`config.mk`:
```
export PLATFORM = sky130hd
export DESIGN_NAME = tvi_lerp
export DESIGN_NICKNAME = d
export VERILOG_FILES = /design/src/hw/rtl/tvi_lerp.sv
export SDC_FILE = /design/constraint.sdc
export NUM_CORES = 1
export LEC_CHECK = 0
export ABC_AREA = 1
export ABC_CLOCK_PERIOD_IN_PS = 23900
export CAP_MARGIN = 20
export CELL_PAD_IN_SITES_DETAIL_PLACEMENT = 0
export CELL_PAD_IN_SITES_GLOBAL_PLACEMENT = 1
export CORE_ASPECT_RATIO = 2
export CORE_MARGIN = 1
export CORE_UTILIZATION = 47
export CTS_CLUSTER_SIZE = 8
export DETAILED_ROUTE_END_ITERATION = 8
export DONT_BUFFER_PORTS = 1
export PLACE_DENSITY_LB_ADDON = 0.1
export SLEW_MARGIN = 20
export SYNTH_ARGS = -nofsm -noshare
export SYNTH_HDL_FRONTEND = slang
export SYNTH_SLANG_ARGS = --single-unit
```
`constraint.sdc`:
```
create_clock -name clk -period 23.9 [get_ports clk]
set_input_delay 5.975 -clock clk [delete_from_list [all_inputs] [get_ports clk]]
set_output_delay 5.975 -clock clk [all_outputs]
set_load 0.02 [all_outputs]
```
`src/hw/rtl/tvi_lerp.sv`:
```
// Two-stage rounded lerp on offset-binary coordinates:
// y = (a*2^F + (b-a)*t + 2^(F-1)) >> F, with t in 0..2^F. Stand-alone.
module tvi_lerp #(
  parameter int COORD_BITS = 16,
  parameter int FRAC_BITS  = 15
) (
  input  logic                  clk,
  input  logic                  en,
  input  logic [COORD_BITS-1:0] a,
  input  logic [COORD_BITS-1:0] b,
  input  logic [FRAC_BITS:0]    t,
  output logic [COORD_BITS-1:0] y
);

  localparam int WB = FRAC_BITS + 1;
  localparam int PW = COORD_BITS + WB + 2;
  localparam int SW = COORD_BITS + FRAC_BITS + 2;
  localparam logic [SW-1:0] HALF = SW'(1) << (FRAC_BITS - 1);

  logic signed [COORD_BITS:0] diff;
  logic signed [WB:0]         t_s;
  logic signed [PW-1:0]       prod_full;
  logic signed [SW-1:0]       prod;
  logic [COORD_BITS-1:0]      a_d;
  logic signed [SW-1:0]       sum;

  // Multiply stage: |b-a| * t stays below 2^(C+F), so SW bits hold it.
  always_comb begin
    diff      = $signed({1'b0, b}) - $signed({1'b0, a});
    t_s       = $signed({1'b0, t});
    prod_full = PW'(diff) * PW'(t_s);
  end

  always_ff @(posedge clk) begin
    if (en) begin
      prod <= prod_full[SW-1:0];
      a_d  <= a;
    end
  end

  // Add and round stage; the sum is non-negative and below 2^(C+F).
  always_comb begin
    sum = $signed({2'b00, a_d, {FRAC_BITS{1'b0}}}) + prod + $signed(HALF);
  end

  always_ff @(posedge clk) begin
    if (en) begin
      y <= sum[FRAC_BITS +: COORD_BITS];
    end
  end

endmodule

```
# --- After elaboration in Yosys (flattened, before gate mapping) ---
# Index checks and enable logic that the tools add are counted.
word_totals:
  ff_bits: 63
  input_bits: 50
  output_inout_bits: 16
  word_cells: 7
classes:
  add_sub_neg: 3
  multipliers: 1
op_table:
  columns: ["op", "count"]
  rows:
  - ["adder 31 x 16 -> 31 bit, second input constant", 1]
  - ["adder 31 bit", 1]
  - ["multiplier 17 x 17 -> 31 bit", 1]
  - ["subtractor 16 x 16 -> 17 bit", 1]

# --- Longest topological paths before layout ---
# Gate-level depths: netlist of run 1.
logic_depth:
  ltp_word: 2
  mapped_depth: 37
  ltp_nobuf: 37

# --- Least setup slack after synthesis of run 1 ---
# OpenSTA, ideal clock, no wires.
synth_timing:
  path_type: "input to register"
  start: "input port b[0]"
  end: "register prod[19] (data pin)"
  setup_time_ps: 258
  arrival_ps: 12123
  required_time_ps: 23642
  path_slack_ps: 11519
  cell_stages: 33
  path_buffers: 1
  cell_sequence: "inv_1 ha_1 fa_1 o21ai_1 nand3_1 nand2_1 nand2_1 inv_1 a21oi_1 inv_1 nand2_1 nand2_1 buf_2 nor2_1 fa_1 inv_1 fa_1 inv_1 fa_1 inv_1 fa_1 inv_1 fa_1 inv_1 fa_1 inv_1 ha_1 nand2_1 nor4_1 a21oi_1 o21bai_1 a21oi_1 xnor2_1"
synth_via:
  elab_chain_cells: 2
synth_rtl:
  columns: ["element", "line_no", "source"]
  rows:
  - ["from (decl)", "10", "input logic [COORD_BITS-1:0] b,"]
  - ["subtractor 16 x 16 -> 17 bit", "29", "diff = $signed({1'b0, b}) - $signed({1'b0, a});"]
  - ["multiplier 17 x 17 -> 31 bit", "31", "prod_full = PW'(diff) * PW'(t_s);"]
  - ["named net prod_full[19]", "22", "logic signed [PW-1:0] prod_full;"]
  - ["to (signal assigned)", "36", "prod <= prod_full[SW-1:0];"]
  - ["to (decl)", "23", "logic signed [SW-1:0] prod;"]
# The timed path passes the listed nets, and every way through them passes these cells.
# A chain may end at the register's enable or synchronous reset.

# --- Worst setup path after layout of run 1 ---
layout_timing:
  start: "input port b[0]"
  end: "register prod[23] (data pin)"
# The elaborated chain is that of the path after synthesis.

==> out/qor.yml, run 1 <==
startpoint: "b[0]"
clock_sinks: 49
vias_per_cell: 5.056
cp_data_arrival_time_ps: 13840
endpoint_kind: "register"
timing.fmax_mhz: 72.77
startpoint_type: "input port"
io_buffers: 0
ys_seq_area_share_pct: 11.46
cpPeakStageDelay_ps: 670
fin_nets: 1952
cts_tree: "done"
post_cts_resize_count: 0
io_pins: 66
first_pass_iters: 5
drt_iter0_markers: 408
max_slew_margin_pct: 42.63
rsz0062_at_grt: "no"
grt-ovfl-total: 0
multi_input_area_um2: 9635
setup_tns_ps: 0
dp.cells: 1875
numCtsBuffers: 5
hp-class: "reg -> reg"
fp.dieH_um: 235.8
final_max_slew_viol_count: 0
rows: 85
ys_seq_elements: 49
hold_start: "a_d[15]"
fill_cells: 2698
finalCritPeriodShare_pct: 57.50
fin_ws_ps: 10160
syn_to_final_growth_pct: 3.966
critPathKind: "in -> reg"
antenna_found_initial: 0
postCtsSetupRepairBufs: 0
first_global_vias: 10760
dpl.hpwl_um: 32660
synth_cell_types: 40
grt_max_degree: 50
worst_ep_required_time_ps: 24000
setup-violations-final: 0
wire_per_inst_um: 19.96
skew_ps: 4.268
n_antenna_cell: 0
syn-num-nets: 1964
yosys.area_share.adder_pct: 51.00
cts-root-buf: "clkbuf_16"
core_um2: 26910
detail-route-antenna-nets: 0
period_minus_slack_ps: 13740
holdBufCountCts: 0
num_vias: 9516
synthSimpleGateAreaFrac_pct: 16.27
timing_worst_slew_pin_value_ps: 859.8
slowest_stage: "xor2_2"
die_w_um: 118.9
regArea_um2: 1471
clockBufferDepth: 2
avgSynthCellArea_um2: 8.306
start_util_pct: 47.72
instances_no_fill: 1882
clk_latency_ps: 290
cp_max_fo: 9
outcome: "complete, no violations"
grt_pass1_wl_um: 58390
muxShareOfSynthArea_pct: 0
cts_max_level: 2
totalWireLength_um: 37570
synth-compound-area-share_pct: 4.502
synth_top_family_by_area: "adder cells"
maxCapViolCount: 0
drive_gt1_share_pct: 1.956
synthXorXnorAreaFrac_pct: 3.264
final_hold_viol_count: 0
cts.clk_slew.worst_paths_ps: 60
drc: 0
routabilityCongestion: 0.9075
reg2reg_from: "prod[14]"
dieArea_um2: 28030
syn_inst: 1546
grt_util_all_layers_pct: 28.41
synthesis.area_um2: 12840
pre_cts_slack_ps: 9848
synth_warnings: 0
[cell type report]
| class | instances | share of cell area (%) |
|---|---|---|
| Tap cell | 348 | 3.261 |
| Clock buffer | 6 | 0.9653 |
| Inverter | 437 | 12.32 |
| Multi-Input combinational cell | 1037 | 72.17 |
| Sequential cell | 49 | 11.02 |
| Timing Repair Buffer | 4 | 0.2249 |
| Clock inverter | 1 | 0.02812 |
[flip-flops by register name, summed over array words and instances, names as in the netlist]
name  count
y        16
a_d      16
prod     17
[worst paths after layout]
kind                                  to  slack [ps]  cells after the start
worst max-delay path            prod[23]       10160                     30
worst min-delay path               y[15]         700                      2
worst max register to register      y[9]       21560                      9
worst min register to register     y[15]         700                      2
[cells in the mapped netlist]
cell,number,share of area (%)
a211oi_1,2,0.12
a21boi_4,1,0.15
a21o_1,3,0.18
a21oi_1,53,2.1
a31o_2,1,0.068
a31oi_1,3,0.15
buf_1,1,0.029
buf_2,2,0.078
clkbuf_1,20,0.58
clkinv_1,6,0.18
edfxtp_1,49,11
fa_1,259,40
ha_1,109,11
inv_1,426,12
inv_2,4,0.12
inv_6,1,0.068
nand2_1,285,8.3
nand2_2,2,0.097
nand2_4,2,0.18
nand3_1,33,1.3
nand3_2,2,0.16
nand3b_1,1,0.058
nand4_1,5,0.24
nor2_1,177,5.2
nor2_2,1,0.049
nor3_1,8,0.31
nor4_1,3,0.15
o2111ai_1,1,0.068
o211ai_1,2,0.12
o21a_1,2,0.12
o21ai_0,22,0.86
o21ai_1,1,0.039
o21bai_1,9,0.53
o31ai_1,1,0.058
or2_1,1,0.049
or2_2,4,0.19
xnor2_1,13,0.89
xor2_1,28,1.9
xor2_2,2,0.25
xor2_4,1,0.21
[stage by stage]
step | utilization [%] | area [um^2] | hold slack, ps
after floorplan | - | 12840 | 629.6
after global placement | 49.12 | 13220 | 680.4
after detailed placement | 49.12 | 13220 | 692.3
after CTS | 49.62 | 13350 | 704.9
after global routing | 49.62 | 13350 | 735.4
final | 49.62 | 13350 | 697.2
[layer usage]
metal  GRT usage (%)  share of wire, %
met1           27.03                32
met4           17.30               7.2
met5               0                 0
met2           57.20                58
met3           1.986               2.8
[kinds of logic (layout without fill, tap and decap cells)]
| kind of cell | count (synthesis) | after routing |
|---|---|---|
| xor gates and xnor gates | 44 | 44 |
| and+or+nand+nor | 524 | 524 |
| DFF | 49 | 49 |
| adders and majority gates | 368 | 368 |
| AOI/OAI and AO/OA | 101 | 101 |
| buffers and inverters | 460 | 448 |
[placed cells by master, fill, tap and decap left out, types with 2 or more instances in the layout]
cell,Yosys,routed
nor4_1,3,3
o21ai_0,22,22
a211oi_1,2,2
nor2_1,177,177
nand2_2,2,2
edfxtp_1,49,49
o211ai_1,2,2
inv_1,426,426
buf_4,0,4
xor2_1,28,28
nand4_1,5,5
o21a_1,2,2
nand3_2,2,2
inv_2,4,4
nand2_1,285,285
a31oi_1,3,3
a21o_1,3,3
nand3_1,33,33
nand2_4,2,2
ha_1,109,109
xnor2_1,13,13
nor3_1,8,8
clkbuf_16,0,5
xor2_2,2,2
or2_2,4,4
fa_1,259,259
a21oi_1,53,53
clkinv_1,6,7
o21bai_1,9,9
[critical path: cells and delay by family]
| kind | cells | cell delay [ps] |
|---|---|---|
| fa+ha+maj | 9 | 3840 |
| xor+xnor | 2 | 910 |
| simple gates | 8 | 1410 |
| buf+inv | 7 | 790 |
| compound gates | 4 | 880 |
Power of run 1 is not shown: default switching activity piles up to over one toggle a cycle in this logic, so the estimate is an artifact.
==> inputs of run 2 (changes only) <==
--- a/config.mk
+++ b/config.mk
@@ -5,8 +5,8 @@
 export SDC_FILE = /design/constraint.sdc
 export NUM_CORES = 1
 export LEC_CHECK = 0
-export ABC_AREA = 1
-export ABC_CLOCK_PERIOD_IN_PS = 23900
+export ABC_AREA = 0
+export ABC_CLOCK_PERIOD_IN_PS = 12100
 export CAP_MARGIN = 20
 export CELL_PAD_IN_SITES_DETAIL_PLACEMENT = 0
 export CELL_PAD_IN_SITES_GLOBAL_PLACEMENT = 1
==> constraint.sdc (replaced) <==
create_clock -name clk -period 12.1 [get_ports clk]
set_input_delay 3.025 -clock clk [delete_from_list [all_inputs] [get_ports clk]]
set_output_delay 3.025 -clock clk [all_outputs]
set_load 0.02 [all_outputs]
==> run 2 against run 1 <==
Design area decreased by 2.7%. Worst setup slack worse by 8600 ps. Count of clock-buffer cells in the layout did not move. Synthesized cell count fell by 15%. Die area is 3.3% lower. Clock skew is 1.0 ps higher. Utilization rose by 0.61 points. Register-to-register slack got worse by 12000 ps. Final cell count decreased by 13%. Critical path type unchanged. Critical endpoint is now prod[30]. Highest routed layer unchanged.
==> out/qor.yml, run 2 <==
final_hold_viol_count: 0  # unchanged
outcome: "complete, no violations"
final_max_slew_viol_count: 0  # unchanged
timing.fmax_mhz: 94.75
syn_to_final_growth_pct: 4.594
cp_data_arrival_time_ps: 10590  # -3250 ps
ys_seq_area_share_pct: 11.85  # +0.39 points
rsz0062_at_grt: "no"
grt-ovfl-total: 0  # unchanged
yosysTopAreaCellShare_pct: 41.75  # +1.4 points
ys_seq_elements: 49  # unchanged
clock_sinks: 49  # unchanged
numCtsBuffers: 5  # unchanged
clockBufferDepth: 2  # unchanged
dr_wl_met2_um: 18550  # -15%
num_vias: 8415  # -12%
setup-violations-final: 0  # unchanged
n_antenna_cell: 0  # unchanged
wire_per_inst_um: 18.56  # -7.0%
largest_register_ffs: 17  # unchanged
synth_warnings: 0  # unchanged
worst_path_most_repeated_cell: "fa_1"
vias_per_cell: 5.116  # +1.2%
skew_ps: 5.289  # +1.021 ps
cts-root-buf: "clkbuf_16"
fp.dieH_um: 231.9  # -1.6%
fin_ws_ps: 1546  # -8613 ps
maxCapViolCount: 0  # unchanged
yosys-top-cells-count: "inv_1 (352), fa_1 (259), nand2_1 (147)"
wl_met3_um: 658  # -37%
totalWireLength_um: 30530  # -19%
startpoint_type: "input port"
syn_inst: 1318  # -15%
antenna_found_initial: 0  # unchanged
cp_max_fo: 16  # +7
die_w_um: 116.9  # -1.6%
setup_tns_ps: 0  # unchanged
avgSynthCellArea_um2: 9.422  # +13%
timing_worst_slew_pin_value_ps: 924.9  # +65.10 ps
rows: 83  # -2.4%
wl_met1_um: 9568  # -21%
layout_common_cells: "inv_1 (352), fa_1 (259), nand2_1 (147), and2_1 (111), ha_1 (109)"
finalCritPeriodShare_pct: 87.22
clk_latency_ps: 280  # about the same
drt_iter0_markers: 297  # -27%
post-route-util_pct: 50.23  # +0.61 points
regMostFlops: "prod"
async_reset_ff_share_pct: 0  # unchanged
grt_max_degree: 50  # unchanged
slowest_stage: "xnor2_2"
holdWs_ps: 665.5  # -31.69 ps
fin_nets: 1722  # -12%
final_common_cell: "inv_1"
synthesis.area_um2: 12420  # -3.3%
endpoint_kind: "register"
cpPeakStageDelay_ps: 720  # +50 ps
post_cts_resize_count: 0  # unchanged
hp-class: "reg -> reg"
io_pins: 66  # unchanged
synth_cell_types: 48  # +20%
first_pass_iters: 4  # -1
period_minus_slack_ps: 10550
worst_ep_required_time_ps: 12130  # -11,870 ps
grt_util_all_layers_pct: 24.69  # -3.7 points
critPathKind: "in -> reg"
cts_max_level: 2  # unchanged
dieArea_um2: 27120  # -3.3%
detail-route-antenna-nets: 0  # unchanged
start_util_pct: 48.02  # +0.30 points
cts_tree: "done"
yosysMostFrequentCell: "inv_1"
dpl.hpwl_um: 25790  # -21%
drc: 0  # unchanged
ys.flop_type: "edfxtp_1"
holdBufCountCts: 0  # unchanged
first_global_vias: 9398  # -13%
core_um2: 25860  # -3.9%
syn-num-nets: 1736  # -12%
routabilityCongestion: 0.8291  # -8.6%
top_regs: "prod (17), a_d (16), y (16)"
synth_area_leader_cell: "fa_1"
postCtsSetupRepairBufs: 0  # unchanged
cts.clk_slew.worst_paths_ps: 70  # about the same
max_slew_margin_pct: 38.04  # -4.6 points
io_buffers: 0  # unchanged
ys_top_cells_by_area: "fa_1 (42%), edfxtp_1 (12%), ha_1 (11%)"
synth_edf_count: 49  # unchanged
grt_pass1_wl_um: 48770  # -16%
pre_cts_slack_ps: 1301  # -8547 ps
highest_layer: "met4"
drive_gt1_share_pct: 2.529  # +0.57 points
[run 2: critical path: cells and delay by family]
| family | cells | cell delay, ps |
|---|---|---|
| compound gates | 9 | 1780 |
| xor+xnor | 2 | 830 |
| fa+ha+maj | 9 | 3760 |
| buf+inv | 5 | 230 |
| simple gates | 6 | 970 |
[run 2: final timing paths]
kind             from       end  slack [ps]  cells after the start
max              b[0]  prod[30]        1550                     31
min           a_d[15]     y[15]         670                      2
max reg2reg  prod[16]     y[15]        9350                     10
min reg2reg   a_d[15]     y[15]         670                      2
[run 2: kinds of logic (layout without fill, tap and decap cells)]
family	count (synthesis)	after routing	share of synthesized area [%]
xor gates and xnor gates	55	55	4.050
and+or+nand+nor	370	370	14.97
buffers and inverters	388	375	11.75
adders and majority gates	368	368	52.74
AOI/OAI and AO/OA	88	88	4.645
DFF	49	49	11.85
[run 2: cell type report]
cell class                      count  area (um^2)
Fill cell                        2533        12870
Clock inverter                      2        33.78
Inverter                          352         1321
Timing Repair Buffer               15        112.6
Sequential cell                    49         1471
Clock buffer                        6        128.9
Multi-Input combinational cell    881         9495
Tap cell                          340        425.4
[run 2: metrics by stage]
stage | std cells | instance area (um^2)
2_1_floorplan | 1318 | 12420
3_3_place_gp | 1637 | 12830
3_5_place_dp | 1637 | 12830
4_1_cts | 1645 | 12990
5_1_grt | 1645 | 12990
6_report | 1645 | 12990
[run 2: routing by layer]
metal	track usage, %	vias to the layer above
met3	1.462	67
li1	-	3871
met4	11.23	0
met2	50.39	154
met5	0	-
met1	24.09	4323
Power of run 2 is left out for the same reason.
==> inputs of run 3 (changes only) <==
--- a/config.mk
+++ b/config.mk
@@ -13,6 +13,7 @@
 export CORE_ASPECT_RATIO = 2
 export CORE_MARGIN = 1
 export CORE_UTILIZATION = 47
+export CTS_BUF_LIST = sky130_fd_sc_hd__clkbuf_8 sky130_fd_sc_hd__clkbuf_16
 export CTS_CLUSTER_SIZE = 8
 export DETAILED_ROUTE_END_ITERATION = 8
 export DONT_BUFFER_PORTS = 1
==> run 3 against run 2 <==
Die area stayed put. Non-clock buffer count stayed put. Critical path depth stayed put. Flip-flop and latch count stayed put. Utilization stayed put. Highest routed layer unchanged. Count of clock-buffer cells in the layout is 1 lower. Largest cell class unchanged.
==> out/qor.yml, run 3 (same netlist as run 2, synthesis figures left out) <==
clock_sinks: 49  # unchanged
syn_to_final_growth_pct: 4.594  # unchanged
timing.fmax_mhz: 94.85  # +0.11%
hp-class: "reg -> reg"
cp_max_fo: 16  # unchanged
instances_no_fill: 1645  # unchanged
post_cts_resize_count: 0  # unchanged
totalWireLength_um: 30630  # +0.35%
worst_path_most_repeated_cell: "fa_1"
clk_latency_ps: 290  # about the same
critPathKind: "in -> reg"
drc: 0  # unchanged
io_buffers: 0  # unchanged
routabilityCongestion: 0.8291  # unchanged
drt_iter0_markers: 306  # +3.0%
numCtsBuffers: 5  # unchanged
startpoint: "b[0]"
num_vias: 8416  # +0.012%
rsz0062_at_grt: "no"
top_regs: "prod (17), a_d (16), y (16)"
slowest_stage: "xnor2_2"
cts_tree: "done"
hold_start: "a_d[15]"
die_w_um: 116.9  # unchanged
grt_max_degree: 50  # unchanged
endpoint_kind: "register"
period_minus_slack_ps: 10540  # -11.62 ps
rows: 83  # unchanged
first_global_vias: 9399  # +0.011%
start_util_pct: 48.02  # unchanged
dieArea_um2: 27120  # unchanged
detail-route-antenna-nets: 0  # unchanged
grt-ovfl-total: 0  # unchanged
largest_register_ffs: 17  # unchanged
grt_util_all_layers_pct: 24.69  # about the same
layout_common_cells: "inv_1 (353), fa_1 (259), nand2_1 (147), and2_1 (111), ha_1 (109)"
fp.dieH_um: 231.9  # unchanged
drive_gt1_share_pct: 2.529  # unchanged
finalCritPeriodShare_pct: 87.13  # -0.096 points
fin_nets: 1722  # unchanged
antenna_found_initial: 0  # unchanged
holdWs_ps: 665.5  # -0.001000 ps
final_common_cell: "inv_1"
cts_max_level: 2  # unchanged
skew_ps: 7.131  # +1.843 ps
max_slew_margin_pct: 37.81  # -0.23 points
n_antenna_cell: 0  # unchanged
holdBufCountCts: 0  # unchanged
fill_cells: 2533  # unchanged
io_pins: 66  # unchanged
setup_tns_ps: 0  # unchanged
wire_per_inst_um: 18.62  # +0.35%
cpPeakStageDelay_ps: 720  # about the same
final_max_slew_viol_count: 0  # unchanged
dpl.hpwl_um: 25790  # unchanged
worst_ep_required_time_ps: 12140  # about the same
dp.cells: 1637  # unchanged
cp_data_arrival_time_ps: 10580  # about the same
cts-root-buf: "clkbuf_16"
timing_worst_slew_pin_value_ps: 928.4  # +3.486 ps
cts.clk_slew.worst_paths_ps: 70  # about the same
clockBufferDepth: 2  # unchanged
core_um2: 25860  # unchanged
startpoint_type: "input port"
reg2reg_from: "prod[16]"
final_hold_viol_count: 0  # unchanged
postCtsSetupRepairBufs: 0  # unchanged
grt_pass1_wl_um: 48800  # about the same
maxCapViolCount: 0  # unchanged
outcome: "complete, no violations"
first_pass_iters: 4  # unchanged
regMostFlops: "prod"
setup-violations-final: 0  # unchanged
vias_per_cell: 5.116  # about the same
[run 3: final cells by class]
cell class,instances,area [um^2],area share (%)
repair buffers,15,112.6,0.8670
inverters,352,1321,10.17
flip-flops and latches,49,1471,11.33
well taps,340,425.4,3.275
multi-input cells,881,9495,73.10
clock inverters,3,37.54,0.2890
clock buffers,5,125.1,0.9633
[run 3: metal layers]
layer	GRT usage [%]	wire length [um]	up-vias	part of all wire [%]
li1	-	-	3869	-
met1	24.13	9861	4354	32
met2	50.37	18610	128	61
met3	1.462	455	65	1.5
met4	11.23	1706	0	5.6
met5	0	0	-	0
[run 3: worst paths after layout]
kind,endpoint,slack (ps),cells after the start
worst max-delay path,prod[30],1560,31
worst min-delay path,y[15],670,2
worst max register to register,y[15],9340,10
worst min register to register,y[15],670,2
[run 3: through the flow]
stage | area, um^2 | util [%] | setup WS (ps)
finish | 12990 | 50.23 | 1558
global route | 12990 | 50.23 | 992.6
CTS | 12990 | 50.23 | 1587
detailed placement | 12830 | 49.60 | 1301
global placement | 12830 | 49.60 | 1400
floorplan | 12420 | - | 2027
[run 3: worst max-delay path: cells and delay by family]
family | cells | cell delay (ps)
fa+ha+maj | 9 | 3760
simple gates | 6 | 970
xor+xnor | 2 | 830
buf+inv | 5 | 230
compound gates | 9 | 1770
Power of run 3 is left out for the same reason.
